===== config.mk =====
export PLATFORM = sky130hd
export DESIGN_NAME = quoted_argument_tokenizer
export DESIGN_NICKNAME = d
export VERILOG_FILES = /design/src/sv/qat_pkg.sv /design/src/sv/qat_step.sv /design/src/sv/qat_res_fifo.sv /design/src/sv/quoted_argument_tokenizer.sv
export VERILOG_INCLUDE_DIRS = /design/src /design/src/sv
export SDC_FILE = /design/constraint.sdc
export NUM_CORES = 1
export LEC_CHECK = 0
export BUFFER_PORTS_ARGS = -buffer_cell sky130_fd_sc_hd__buf_4
export CORE_MARGIN = 2
export CORE_UTILIZATION = 55
export CTS_BUF_LIST = sky130_fd_sc_hd__clkbuf_8
export CTS_CLUSTER_SIZE = 28
export DETAILED_ROUTE_END_ITERATION = 12
export HOLD_SLACK_MARGIN = 0.02
export PLACE_DENSITY_LB_ADDON = 0.05
export SETUP_SLACK_MARGIN = 0.3
export SYNTH_ARGS = -nofsm -noshare
export SYNTH_HDL_FRONTEND = slang
export SYNTH_SLANG_ARGS = --single-unit

===== constraint.sdc =====
create_clock -name clk -period 8.5 [get_ports clk]
set_input_delay 1.7 -clock clk [delete_from_list [all_inputs] [get_ports clk]]
set_output_delay 1.7 -clock clk [all_outputs]
set_load 0.05 [all_outputs]

===== src/sv/quoted_argument_tokenizer_macros.svh =====
// Assertion macros shared by the tokenizer RTL.
`ifndef QUOTED_ARGUMENT_TOKENIZER_MACROS_SVH
`define QUOTED_ARGUMENT_TOKENIZER_MACROS_SVH

`ifndef NO_ASSERTIONS
// Same-cycle implication, checked on every clk edge outside reset.
`define QAT_ASSERT_IMPL(label, clk, rst_n, ante, cons) \
	label: assert property (@(posedge clk) disable iff (!rst_n) (ante) |-> (cons)) \
		else $error("assertion failed");
// Next-cycle implication.
`define QAT_ASSERT_NEXT(label, clk, rst_n, ante, cons) \
	label: assert property (@(posedge clk) disable iff (!rst_n) (ante) |=> (cons)) \
		else $error("assertion failed");
`else
`define QAT_ASSERT_IMPL(label, clk, rst_n, ante, cons)
`define QAT_ASSERT_NEXT(label, clk, rst_n, ante, cons)
`endif

`endif


===== src/sv/qat_pkg.sv =====
`default_nettype none

package qat_pkg;

	localparam int unsigned MAX_ARG_SLOTS = 16;
	localparam int unsigned STORE_BYTES   = 4096;

	localparam logic [12:0] RAW_MAX   = 13'h1FFF;
	localparam logic [12:0] STORE_CAP = 13'(STORE_BYTES);

	localparam int unsigned MAX_RES    = 3;
	localparam int unsigned FIFO_DEPTH = 4;
	localparam int unsigned PTR_W      = $clog2(FIFO_DEPTH);
	localparam int unsigned LVL_W      = $clog2(FIFO_DEPTH + 1);

	localparam logic [7:0] CH_NUL   = 8'h00;
	localparam logic [7:0] CH_SPACE = 8'h20;
	localparam logic [7:0] CH_TAB   = 8'h09;
	localparam logic [7:0] CH_LF    = 8'h0A;
	localparam logic [7:0] CH_CR    = 8'h0D;
	localparam logic [7:0] CH_QUOTE = 8'h22;
	localparam logic [7:0] CH_BSL   = 8'h5C;

	localparam logic REG_MAX_ARGS    = 1'b0;
	localparam logic REG_STORE_LIMIT = 1'b1;

	localparam logic [4:0]  MAX_ARGS_RST    = 5'd16;
	localparam logic [12:0] STORE_LIMIT_RST = 13'd1024;

	typedef enum logic [3:0] {
		MODE_BETWEEN  = 4'b0001,
		MODE_UNQUOTED = 4'b0010,
		MODE_QUOTED   = 4'b0100,
		MODE_DISCARD  = 4'b1000
	} mode_t;

	typedef struct packed {
		mode_t       mode;
		logic        held;
		logic [4:0]  arg_total;
		logic [12:0] bytes_used;
		logic [12:0] raw_len;
		logic [12:0] stored_len;
		logic        failed;
	} tok_state_t;

	localparam tok_state_t STATE_RESET = '{
		mode:       MODE_BETWEEN,
		held:       1'b0,
		arg_total:  5'd0,
		bytes_used: 13'd0,
		raw_len:    13'd0,
		stored_len: 13'd0,
		failed:     1'b0
	};

	typedef struct packed {
		logic       char_valid;
		logic [7:0] out_byte;
		logic [3:0] arg_index;
		logic       arg_end;
		logic       arg_accepted;
		logic       string_done;
		logic       success;
		logic [4:0] arg_count;
		logic       last;
	} res_t;

	typedef struct packed {
		logic             room;
		logic             nonempty;
		logic [LVL_W-1:0] level;
	} fifo_stat_t;

endpackage

`default_nettype wire


===== src/sv/qat_step.sv =====
`default_nettype none

module qat_step (
	input  qat_pkg::tok_state_t                st,
	input  logic [4:0]                         max_args,
	input  logic [12:0]                        store_limit,
	input  logic [7:0]                         in_byte,
	output qat_pkg::tok_state_t                st_next,
	output qat_pkg::res_t [qat_pkg::MAX_RES-1:0] res,
	output logic [1:0]                         res_n
);
	import qat_pkg::*;

	logic        is_z, is_sp, is_q, is_bs;
	logic        start, ab, fl, en, dn;
	mode_t       nmode;
	logic        held0, held1, emit_bs, emit_c, ok, fail_a;
	logic [12:0] raw0, raw1, st0, stored1, limit;
	logic [14:0] need;
	logic [4:0]  total_end, tot_a;
	res_t        cand [4];
	logic [3:0]  cv;
	logic [1:0]  k;

	assign is_z  = (in_byte == CH_NUL);
	assign is_sp = (in_byte == CH_SPACE) || (in_byte == CH_TAB) ||
	               (in_byte == CH_LF) || (in_byte == CH_CR);
	assign is_q  = (in_byte == CH_QUOTE);
	assign is_bs = (in_byte == CH_BSL);

	always_comb begin
		start = 1'b0;
		ab    = 1'b0;
		fl    = 1'b0;
		en    = 1'b0;
		dn    = 1'b0;
		nmode = st.mode;
		case (st.mode)
			MODE_BETWEEN: begin
				if (is_z) begin
					dn = 1'b1;
				end else if (!is_sp) begin
					start = 1'b1;
					if (is_q) begin
						nmode = MODE_QUOTED;
					end else begin
						nmode = MODE_UNQUOTED;
						ab    = 1'b1;
					end
				end
			end
			MODE_UNQUOTED: begin
				if (is_z) begin
					fl = 1'b1;
					en = 1'b1;
					dn = 1'b1;
				end else if (is_sp) begin
					fl = 1'b1;
					en = 1'b1;
				end else begin
					ab = 1'b1;
				end
			end
			MODE_QUOTED: begin
				if (is_z) begin
					fl = 1'b1;
					en = 1'b1;
					dn = 1'b1;
				end else if (is_q && !st.held) begin
					en = 1'b1;
				end else begin
					ab = 1'b1;
				end
			end
			MODE_DISCARD: begin
				dn = is_z;
			end
			default: begin
				nmode = MODE_BETWEEN;
			end
		endcase
	end

	// argument byte / flush datapath
	always_comb begin
		held0   = start ? 1'b0 : st.held;
		raw0    = start ? 13'd0 : st.raw_len;
		st0     = start ? 13'd0 : st.stored_len;
		emit_bs = 1'b0;
		emit_c  = 1'b0;
		held1   = held0;
		raw1    = raw0;
		if (ab) begin
			raw1 = (raw0 < RAW_MAX) ? raw0 + 13'd1 : raw0;
			if (is_q) begin
				emit_c = 1'b1;
				held1  = 1'b0;
			end else if (is_bs) begin
				emit_bs = held0;
				held1   = 1'b1;
			end else begin
				emit_bs = held0;
				emit_c  = 1'b1;
				held1   = 1'b0;
			end
		end else if (fl) begin
			emit_bs = held0;
			held1   = 1'b0;
		end
		stored1 = st0 + 13'(emit_bs) + 13'(emit_c);
	end

	// limit checks at argument end
	always_comb begin
		limit     = (store_limit < STORE_CAP) ? store_limit : STORE_CAP;
		need      = 15'(st.bytes_used) + 15'(raw1) + 15'd1;
		ok        = (st.arg_total < max_args) &&
		            (32'(st.arg_total) < MAX_ARG_SLOTS) &&
		            (need <= 15'(limit));
		total_end = ok ? st.arg_total + 5'd1 : st.arg_total;
		tot_a     = en ? total_end : st.arg_total;
		fail_a    = st.failed | (en & ~ok);
	end

	always_comb begin
		st_next            = st;
		st_next.mode       = nmode;
		st_next.held       = held1;
		st_next.raw_len    = raw1;
		st_next.stored_len = stored1;
		if (en) begin
			if (ok) begin
				st_next.arg_total  = total_end;
				st_next.bytes_used = st.bytes_used + stored1 + 13'd1;
				st_next.mode       = MODE_BETWEEN;
			end else begin
				st_next.failed = 1'b1;
				st_next.mode   = MODE_DISCARD;
			end
		end
		if (dn) begin
			st_next = STATE_RESET;
		end
	end

	// candidates in emission order: held backslash, char, arg end, string end
	always_comb begin
		cand[0]            = '0;
		cand[0].char_valid = 1'b1;
		cand[0].out_byte   = CH_BSL;
		cand[0].arg_index  = st.arg_total[3:0];
		cand[0].arg_count  = st.arg_total;

		cand[1]            = cand[0];
		cand[1].out_byte   = in_byte;

		cand[2]              = '0;
		cand[2].arg_index    = st.arg_total[3:0];
		cand[2].arg_end      = 1'b1;
		cand[2].arg_accepted = ok;
		cand[2].arg_count    = total_end;

		cand[3]             = '0;
		cand[3].arg_index   = tot_a[3:0];
		cand[3].string_done = 1'b1;
		cand[3].success     = ~fail_a;
		cand[3].arg_count   = tot_a;

		cv = {dn, en, emit_c, emit_bs};

		res = '0;
		k   = 2'd0;
		for (int i = 0; i < 4; i++) begin
			if (cv[i] && (k != 2'd3)) begin
				res[k] = cand[i];
				k      = k + 2'd1;
			end
		end
		if (k != 2'd0) begin
			res[k - 2'd1].last = 1'b1;
		end
		res_n = k;
	end

endmodule

`default_nettype wire


===== src/sv/qat_res_fifo.sv =====
`default_nettype none

module qat_res_fifo (
	input  logic                               clk,
	input  logic                               arst_n,
	input  logic [1:0]                         push_n,
	input  qat_pkg::res_t [qat_pkg::MAX_RES-1:0] push_data,
	input  logic                               pop,
	output qat_pkg::res_t                      head,
	output qat_pkg::fifo_stat_t                stat
);
	import qat_pkg::*;

	res_t             ent_q [FIFO_DEPTH];
	logic [PTR_W-1:0] wr_ptr_q, rd_ptr_q;
	logic [LVL_W-1:0] level_q;
	logic [PTR_W-1:0] off [FIFO_DEPTH];

	// slot offset of each entry from the write pointer
	always_comb begin
		for (int i = 0; i < FIFO_DEPTH; i++) begin
			off[i] = PTR_W'(i) - wr_ptr_q;
		end
	end

	always_ff @(posedge clk) begin
		for (int i = 0; i < FIFO_DEPTH; i++) begin
			if (2'(off[i]) < push_n) begin
				ent_q[i] <= push_data[off[i]];
			end
		end
	end

	always_ff @(posedge clk or negedge arst_n) begin
		if (!arst_n) begin
			wr_ptr_q <= '0;
			rd_ptr_q <= '0;
			level_q  <= '0;
		end else begin
			wr_ptr_q <= wr_ptr_q + PTR_W'(push_n);
			rd_ptr_q <= rd_ptr_q + PTR_W'(pop);
			level_q  <= level_q + LVL_W'(push_n) - LVL_W'(pop);
		end
	end

	assign head          = ent_q[rd_ptr_q];
	assign stat.room     = (level_q <= LVL_W'(FIFO_DEPTH - MAX_RES));
	assign stat.nonempty = (level_q != '0);
	assign stat.level    = level_q;

endmodule

`default_nettype wire


===== src/sv/quoted_argument_tokenizer.sv =====
// Quoted argument tokenizer.
// Input channel: one character per transfer (in_valid / in_stall, in_byte).
// A zero byte closes the string; the next byte starts a fresh one.
// Output channel: one result per transfer (out_valid / out_stall): a character
// with its argument index, an argument end with its accept flag, or a string
// end with the success flag. last marks the final result of one input byte.
// A byte yields zero to three results.
// Results of a byte are written into the result queue when it is transferred.
// Throughput: one byte per cycle while each byte gives at most one result and
// the receiver takes one per cycle; bytes giving two or three results hold
// the input back while the queue drains. A four-entry result queue sets this:
// a byte is taken whenever at most one result is queued.
// When the receiver stalls, the queue fills and in_stall rises; nothing is lost.
// Reset clears the queue, the scanner state, and sets max_args to 16 and
// store_limit to 1024. Configuration writes (cfg_we) take effect next cycle.
`default_nettype none

`include "quoted_argument_tokenizer_macros.svh"

module quoted_argument_tokenizer (
	input  logic        clk,
	input  logic        arst_n,
	input  logic        cfg_we,
	input  logic        cfg_index,
	input  logic [12:0] cfg_wdata,
	input  logic        in_valid,
	output logic        in_stall,
	input  logic [7:0]  in_byte,
	output logic        out_valid,
	input  logic        out_stall,
	output logic        char_valid,
	output logic [7:0]  out_byte,
	output logic [3:0]  arg_index,
	output logic        arg_end,
	output logic        arg_accepted,
	output logic        string_done,
	output logic        success,
	output logic [4:0]  arg_count,
	output logic        last
);
	import qat_pkg::*;

	logic [4:0]                 max_args_q;
	logic [12:0]                store_limit_q;
	tok_state_t                 state_q, state_next;
	res_t [MAX_RES-1:0]         step_res;
	logic [1:0]                 step_n, push_n;
	logic                       in_xfer, pop;
	res_t                       head;
	fifo_stat_t                 fstat;

	always_ff @(posedge clk or negedge arst_n) begin
		if (!arst_n) begin
			max_args_q    <= MAX_ARGS_RST;
			store_limit_q <= STORE_LIMIT_RST;
		end else if (cfg_we) begin
			case (cfg_index)
				REG_MAX_ARGS:    max_args_q    <= cfg_wdata[4:0];
				REG_STORE_LIMIT: store_limit_q <= cfg_wdata;
				default: ;
			endcase
		end
	end

	qat_step u_step (
		.st          (state_q),
		.max_args    (max_args_q),
		.store_limit (store_limit_q),
		.in_byte     (in_byte),
		.st_next     (state_next),
		.res         (step_res),
		.res_n       (step_n)
	);

	assign in_stall = ~fstat.room;
	assign in_xfer  = in_valid & ~in_stall;
	assign push_n   = in_xfer ? step_n : 2'd0;

	always_ff @(posedge clk or negedge arst_n) begin
		if (!arst_n) begin
			state_q <= STATE_RESET;
		end else if (in_xfer) begin
			state_q <= state_next;
		end
	end

	qat_res_fifo u_fifo (
		.clk       (clk),
		.arst_n    (arst_n),
		.push_n    (push_n),
		.push_data (step_res),
		.pop       (pop),
		.head      (head),
		.stat      (fstat)
	);

	assign out_valid    = fstat.nonempty;
	assign pop          = out_valid & ~out_stall;
	assign char_valid   = head.char_valid;
	assign out_byte     = head.out_byte;
	assign arg_index    = head.arg_index;
	assign arg_end      = head.arg_end;
	assign arg_accepted = head.arg_accepted;
	assign string_done  = head.string_done;
	assign success      = head.success;
	assign arg_count    = head.arg_count;
	assign last         = head.last;

	`QAT_ASSERT_IMPL(a_level_bound, clk, arst_n, 1'b1, fstat.level <= LVL_W'(FIFO_DEPTH))
	`QAT_ASSERT_NEXT(a_level_hold, clk, arst_n, (push_n == 2'd0) && !pop, $stable(fstat.level))
	`QAT_ASSERT_IMPL(a_done_last, clk, arst_n, out_valid && string_done, last)
	`QAT_ASSERT_IMPL(a_accept_count, clk, arst_n, out_valid && arg_end && arg_accepted, arg_count != 5'd0)

endmodule

`default_nettype wire

### Yosys cells after proc, flatten, opt, wreduce, memory -nomap -nowiden

Memory sizes are Yosys's and may differ from the RTL's.
Cells that the tools add are included.

| storage, ports and cells | value |
|---|---|
| register bits | 75 |
| word-level logic and storage cells | 191 |
| output and inout bits | 25 |
| memory bits (read-only) | 0 |
| memories kept | 1 |
| input bits | 27 |
| latch bits | 0 |
| memory bits (writable) | 92 |

| operators by class | value |
|---|---|
| multiply operators | 0 |
| multiplexer cells | 84 |
| divide/modulo/power cells | 0 |
| reduce and logical (&&, ||, !) cells | 26 |
| $lt $le $gt $ge | 22 |
| equality and inequality tests | 17 |
| $add $sub $neg | 20 |
| bitwise operators | 9 |
| shift operators | 0 |

Memories:

| name | words | bits a word | read ports | clocked after memory_dff | wr ports | RTL line | source |
|---|---|---|---|---|---|---|---|
| u_fifo.ent_q | 4 | 23 | 1 | 0 | 4 | qat_res_fifo.sv:14 | `res_t ent_q [FIFO_DEPTH];` |

Operators with widths:

| kind | count |
|---|---|
| $bwmux 69 | 4 |
| $mux 69 | 4 |
| $bmux 23 s2 | 4 |
| $demux 23 s2 | 4 |
| $mux 23 | 8 |
| $mux 13 | 5 |
| $mux 50 | 1 |
| $mux 1 | 36 |
| $mux 18 | 2 |
| $add 13x1->13 | 2 |
| $add 13x1->13 const B | 2 |
| $lt 13x13->1 const B | 2 |
| $eq 8x4->1 const B | 3 |
| $lt 2x3->1 const B | 7 |
| $eq 8x6->1 const B | 2 |
| $mux 4 | 4 |
| $add 15x1->15 const B | 1 |
| $le 15x13->1 | 1 |
| $add 13x13->14 | 1 |
| $add 13x13->13 | 1 |
| $logic_and 1x1->1 | 10 |
| $mux 5 | 2 |
| $eq 8x7->1 const B | 1 |
| $logic_not 8->1 | 1 |
| other kinds (42) | 70 |

### Logic depth before layout (Yosys ltp)

| depth | value |
|---|---|
| depth in word-level cells | 29 |
| gate-level depth with buffers | 35 |
| mapped depth without buffers | 31 |

### Cells and area by module

Synthesis repeated with hierarchy kept, for this count alone.

| second synthesis, totals | value |
|---|---|
| cell total of the unflattened synthesis | 1214 |
| area, all modules | 12420.7 sq um |

Modules (own cells, without submodules):

| module | area an instance (sq um) | cells each | times used | seq. area each (sq um) |
|---|---|---|---|---|
| qat_res_fifo | 5526.6 | 399 | 1 | 2937.8 |
| qat_step | 4330.4 | 666 | 1 | 0.0 |
| quoted_argument_tokenizer | 2563.7 | 149 | 1 | 1705.4 |

### Least setup slack after synthesis

OpenSTA, ideal clock, no wires.

| timing | value |
|---|---|
| path type | input port to flip-flop |
| start point | in in_byte[0] |
| end point | mem u_fifo.ent_q[2][2] in the netlist's numbering (data pin) |
| data arrival time | 8.506 ns |
| setup time | 0.260 ns |
| stages on the path | 33 |
| required time | 8.240 ns |
| slack | -0.266 ns |
| cell sequence | or3_1 > a21oi_1 > o21ai_1 > nand2_1 > clkbuf_1 > and2_1 > ha_1 > nand3_1 > a2111o_1 > nor2_1 > xnor2_1 > nor2_1 > ha_1 > buf_2 > a21oi_1 > o21a_1 > o21ai_0 > xnor2_1 > nor4_1 > nand2_1 > xnor2_1 > ha_1 > nand4_1 > nor4_1 > a21oi_1 > a2111oi_0 > a31oi_1 > nor2_1 > o21ai_2 > mux2_1 > a221o_1 > o21a_1 > mux2_4 |

RTL lines:

| item | RTL line | source |
|---|---|---|
| start: declaration | quoted_argument_tokenizer.sv:28 | `input logic [7:0] in_byte,` |
| end: declaration | qat_res_fifo.sv:14 |  |

==> summary.txt <==
Status
  – Status: finished, final reports clean

Power
  – LEAKAGE: 5.32 nW
  – Clock power share: 0.147
  – P_int: ~2.1 mW
  – Power Dens Cells: 301 nW/um^2
  – Net load switching power: approximately 1.8 mW
  – Total Power: 3.96 mW
  – Worst vdd ir: 144 uV
  – Sw frac: 0.461
  – Gate power share: 0.530
  – Seq pwr share: 0.324

Global routing
  – Met1 Track Usage GR: 0.382
  – Vias in the first global route: roughly 9500
  – First-pass GRT wire length: 49600 um
  – Total Routing Usage GR: 0.287
  – GRT Residual Overflow: 0
  – GR Util met3: 0.0387
  – GR peak layer: met2
  – Largest net degree at the start of global routing: 51
  – Initial antenna violation count: 0
  – M2 GR Usage: 0.485

Floorplanning
  – I/O Pins: 52
  – Die area: 22100 sq um
  – Initial cell density of the core: 0.565
  – Core Area: 20400 sq um
  – Die height: 149 um
  – FP Rows: 52
  – Die width: 149 um

Placed design
  – Post-DP Area: 12500 sq um
  – DP Wirelength: about 23000 um
  – Dpl ws: -0.163 ns
  – Port Buffers: 51
  – Routability congestion estimate: 0.923

Layout
  – Filler instances: 1654
  – Finished Cell Area: approximately 13000 sq um
  – FF/Latch Area: around 4600 sq um
  – ANT cells: 0
  – Area of the multi-input gates: 6710 sq um
  – Area delta synth->final: 14.1%
  – Layout Nets: 1340
  – Share of post-route cells with drive strength above 1: 0.215

Clock network
  – CTS buffer count: 17
  – Clk_lat worst skew: 0.48 ns
  – Max Buffers Root-to-Sink: 2
  – Post-CTS Hold Buffers: 0
  – H-tree levels: 4
  – CTS root buf: clkbuf_8
  – CTS tree: built
  – Worst-path clk slew: between 0.1 and 0.15 ns
  – Clock sinks: 167

STA
  – Setup violations, final: 0
  – Worst setup margin: 0.606 ns
  – Final Max Slew Viols: 0
  – Setup Skew: roughly 0.02 ns
  – Max Clk Rate: 127 MHz
  – Worst-Margin Slew: 0.983 ns
  – Hold Violations, Final: 0
  – Slew margin rel.: 0.338
  – RSZ-0062 raised after global routing: no
  – Post-route clock period utilization: 0.929
  – Final min period: 7.89 ns

Synth
  – Number of synthesized register bits: 167
  – Area share of the largest cell type after synthesis: 0.240
  – Synth warn: 0
  – Count of different cell masters after synthesis: just over 80
  – Top cells by area, synth: edfxtp_1, dfrtp_1, ha_1
  – Syn_area_per_cell: 9.84 sq um
  – Async set or reset register ratio after synthesis: 0.449
  – Cell Area, Synth: 11500 sq um
  – Sequential area share after synthesis: 0.404
  – Post-Synthesis Cells: 1169
  – Synth Flop Type: edfxtp_1
  – Synth Net Count: 1266
  – EDFF count, synth: approximately 90
  – Yosys top cell by area: edfxtp_1

Route
  – Drt first-iter violations: roughly 860
  – DRC viols: 0
  – Drt pass-1 iters: 6
  – Final antenna-violating net count: 0
  – Avg WL per Cell: 20.4 um
  – Vias: 9652
  – Vias per inst: 6.33
  – Drt total wl: 31100 um

Setup path
  – CP Buf/Inv Count: 5
  – Startpoint types: primary input
  – Crit path capture type: register
  – CP peak stage delay: between 0.4 and 0.5 ns
  – CP arrival: ~8.1 ns
  – CP max-delay cell: a2111oi_1
  – CP delay by family, top: compound AO/OA/AOI/OAI gates
  – R2r setup slk: 1.63 ns
  – Critical Path RT: about 8.7 ns
  – Crit path kind: primary input to register
  – Crit path top cell by count: buf_4
  – Crit Path Max Fanout: 9

Hold path
  – Path category of the worst min-delay check: register to register

Flow run
  – Maxcap violations: 0
==> per-stage QoR <==
| stage | utilization | setup TNS (ns) | hold WS, ns | cells |
|---|---|---|---|---|
| after floorplan | - | 0 | 0.447 | 1169 |
| after global placement | 0.614 | -0.0347 | 0.460 | 1486 |
| after detailed placement | 0.614 | -3.84 | 0.475 | 1486 |
| after CTS | 0.634 | 0 | 0.493 | 1518 |
| after global routing | 0.645 | 0 | 0.529 | 1526 |
| final | 0.645 | 0 | 0.489 | 1526 |
==> power groups by stage <==
stage	combinational (mW)	clock (mW)	sequential [mW]
2_1_floorplan	1.45	0	1.26
3_3_place_gp	2.05	0	1.28
3_5_place_dp	2.07	0	1.30
4_1_cts	2.08	0.591	1.28
5_1_grt	2.24	0.618	1.31
6_report	2.10	0.581	1.28
==> layout make-up <==
cell class | count | share of cell area
Multi-Input combinational cell | 904 | 0.511
Sequential cell | 167 | 0.354
Timing Repair Buffer | 116 | 0.0673
Tap cell | 270 | 0.0257
Clock buffer | 17 | 0.0178
Clock inverter | 15 | 0.0135
Inverter | 37 | 0.0106
==> kinds of logic (layout without fill, tap and decap cells) <==
logic type,Yosys count,count (layout),share of synthesized area
compound gates,322,322,0.192
xor+xnor,59,59,0.0456
fa+ha+maj,70,70,0.0787
buf+inv,98,185,0.0332
flops,167,167,0.404
mux,63,63,0.0828
simple gates,390,390,0.164
==> cells in the mapped netlist (4+ instances only) <==
cell / count
mux2_2: 22
nand4_1: 10
ha_1: 66
or3_1: 10
a31o_2: 12
o21a_1: 8
mux4_2: 23
nor2_1: 87
a22oi_1: 12
dfrtp_1: 72
o21ai_1: 8
a211o_1: 7
inv_1: 36
o31ai_1: 16
o21bai_1: 5
or2_2: 6
o21ai_0: 91
xnor2_1: 34
o41ai_1: 7
and3_1: 21
o22ai_1: 10
nor4_1: 10
fa_1: 4
a21oi_1: 44
and2_1: 21
nand2b_1: 7
xor2_1: 24
nand2_1: 128
a211oi_1: 9
nor3_1: 26
nand3_1: 33
clkbuf_1: 52
edfxtp_1: 92
o211ai_1: 6
a31oi_1: 9
buf_1: 5
nor3b_1: 4
a22o_1: 17
a21o_1: 16
a221o_1: 5
nor2b_1: 11
mux2i_1: 16
==> registers in the layout, summed over array words and instances, names as in the netlist <==
name / cells
u_fifo.wr_ptr_q: 2
u_fifo.level_q: 3
u_fifo.ent_q: 92
state_q: 50
u_fifo.rd_ptr_q: 2
store_limit_q: 13
max_args_q: 5
==> routing by layer <==
| metal | vias up | share of wire |
|---|---|---|
| li1 | 4530 | - |
| met1 | 4698 | 0.43 |
| met2 | 356 | 0.49 |
| met3 | 68 | 0.056 |
| met4 | 0 | 0.030 |
| met5 | - | 0 |
==> cells in the final DEF, fill, tap and decap left out, drive strengths merged, types with 7 or more instances in the layout <==
master	n
nand2	128
buf	116
o21ai	102
edfxtp	92
nor2	87
dfrtp	72
ha	66
a21oi	48
inv	41
xnor2	35
nand3	33
nor3	26
mux2	24
xor2	24
mux4	23
and2	21
and3	21
a22o	17
clkbuf	17
o31ai	17
mux2i	16
a21o	16
a22oi	12
a31o	12
nor2b	11
nand4	11
nor4	11
o22ai	10
or3	10
a211oi	10
clkinv	10
a31oi	9
o21a	8
a211o	7
o41ai	7
nand2b	7
==> worst paths after layout <==
path | depth (start not counted) | endpoint | startpoint
hold / removal | 1 | u_fifo.level_q[2] | u_fifo.level_q[2]
setup / recovery | 31 | u_fifo.ent_q[2][2] | in_byte[4]
setup reg to reg | 28 | u_fifo.ent_q[2][2] | state_q[47]
max in group asynchronous | 2 | state_q[23] | arst_n
hold reg to reg | 1 | u_fifo.level_q[2] | u_fifo.level_q[2]
min in group asynchronous | 1 | store_limit_q[6] | arst_n
==> what timing repair did <==
action                                  CTS  global route
setup buffers                             0             8
endpoints found under the setup margin    0            60
gates resized for setup                   0            30
endpoints found under the hold margin     0             0
(Power assumes the default switching activity.)
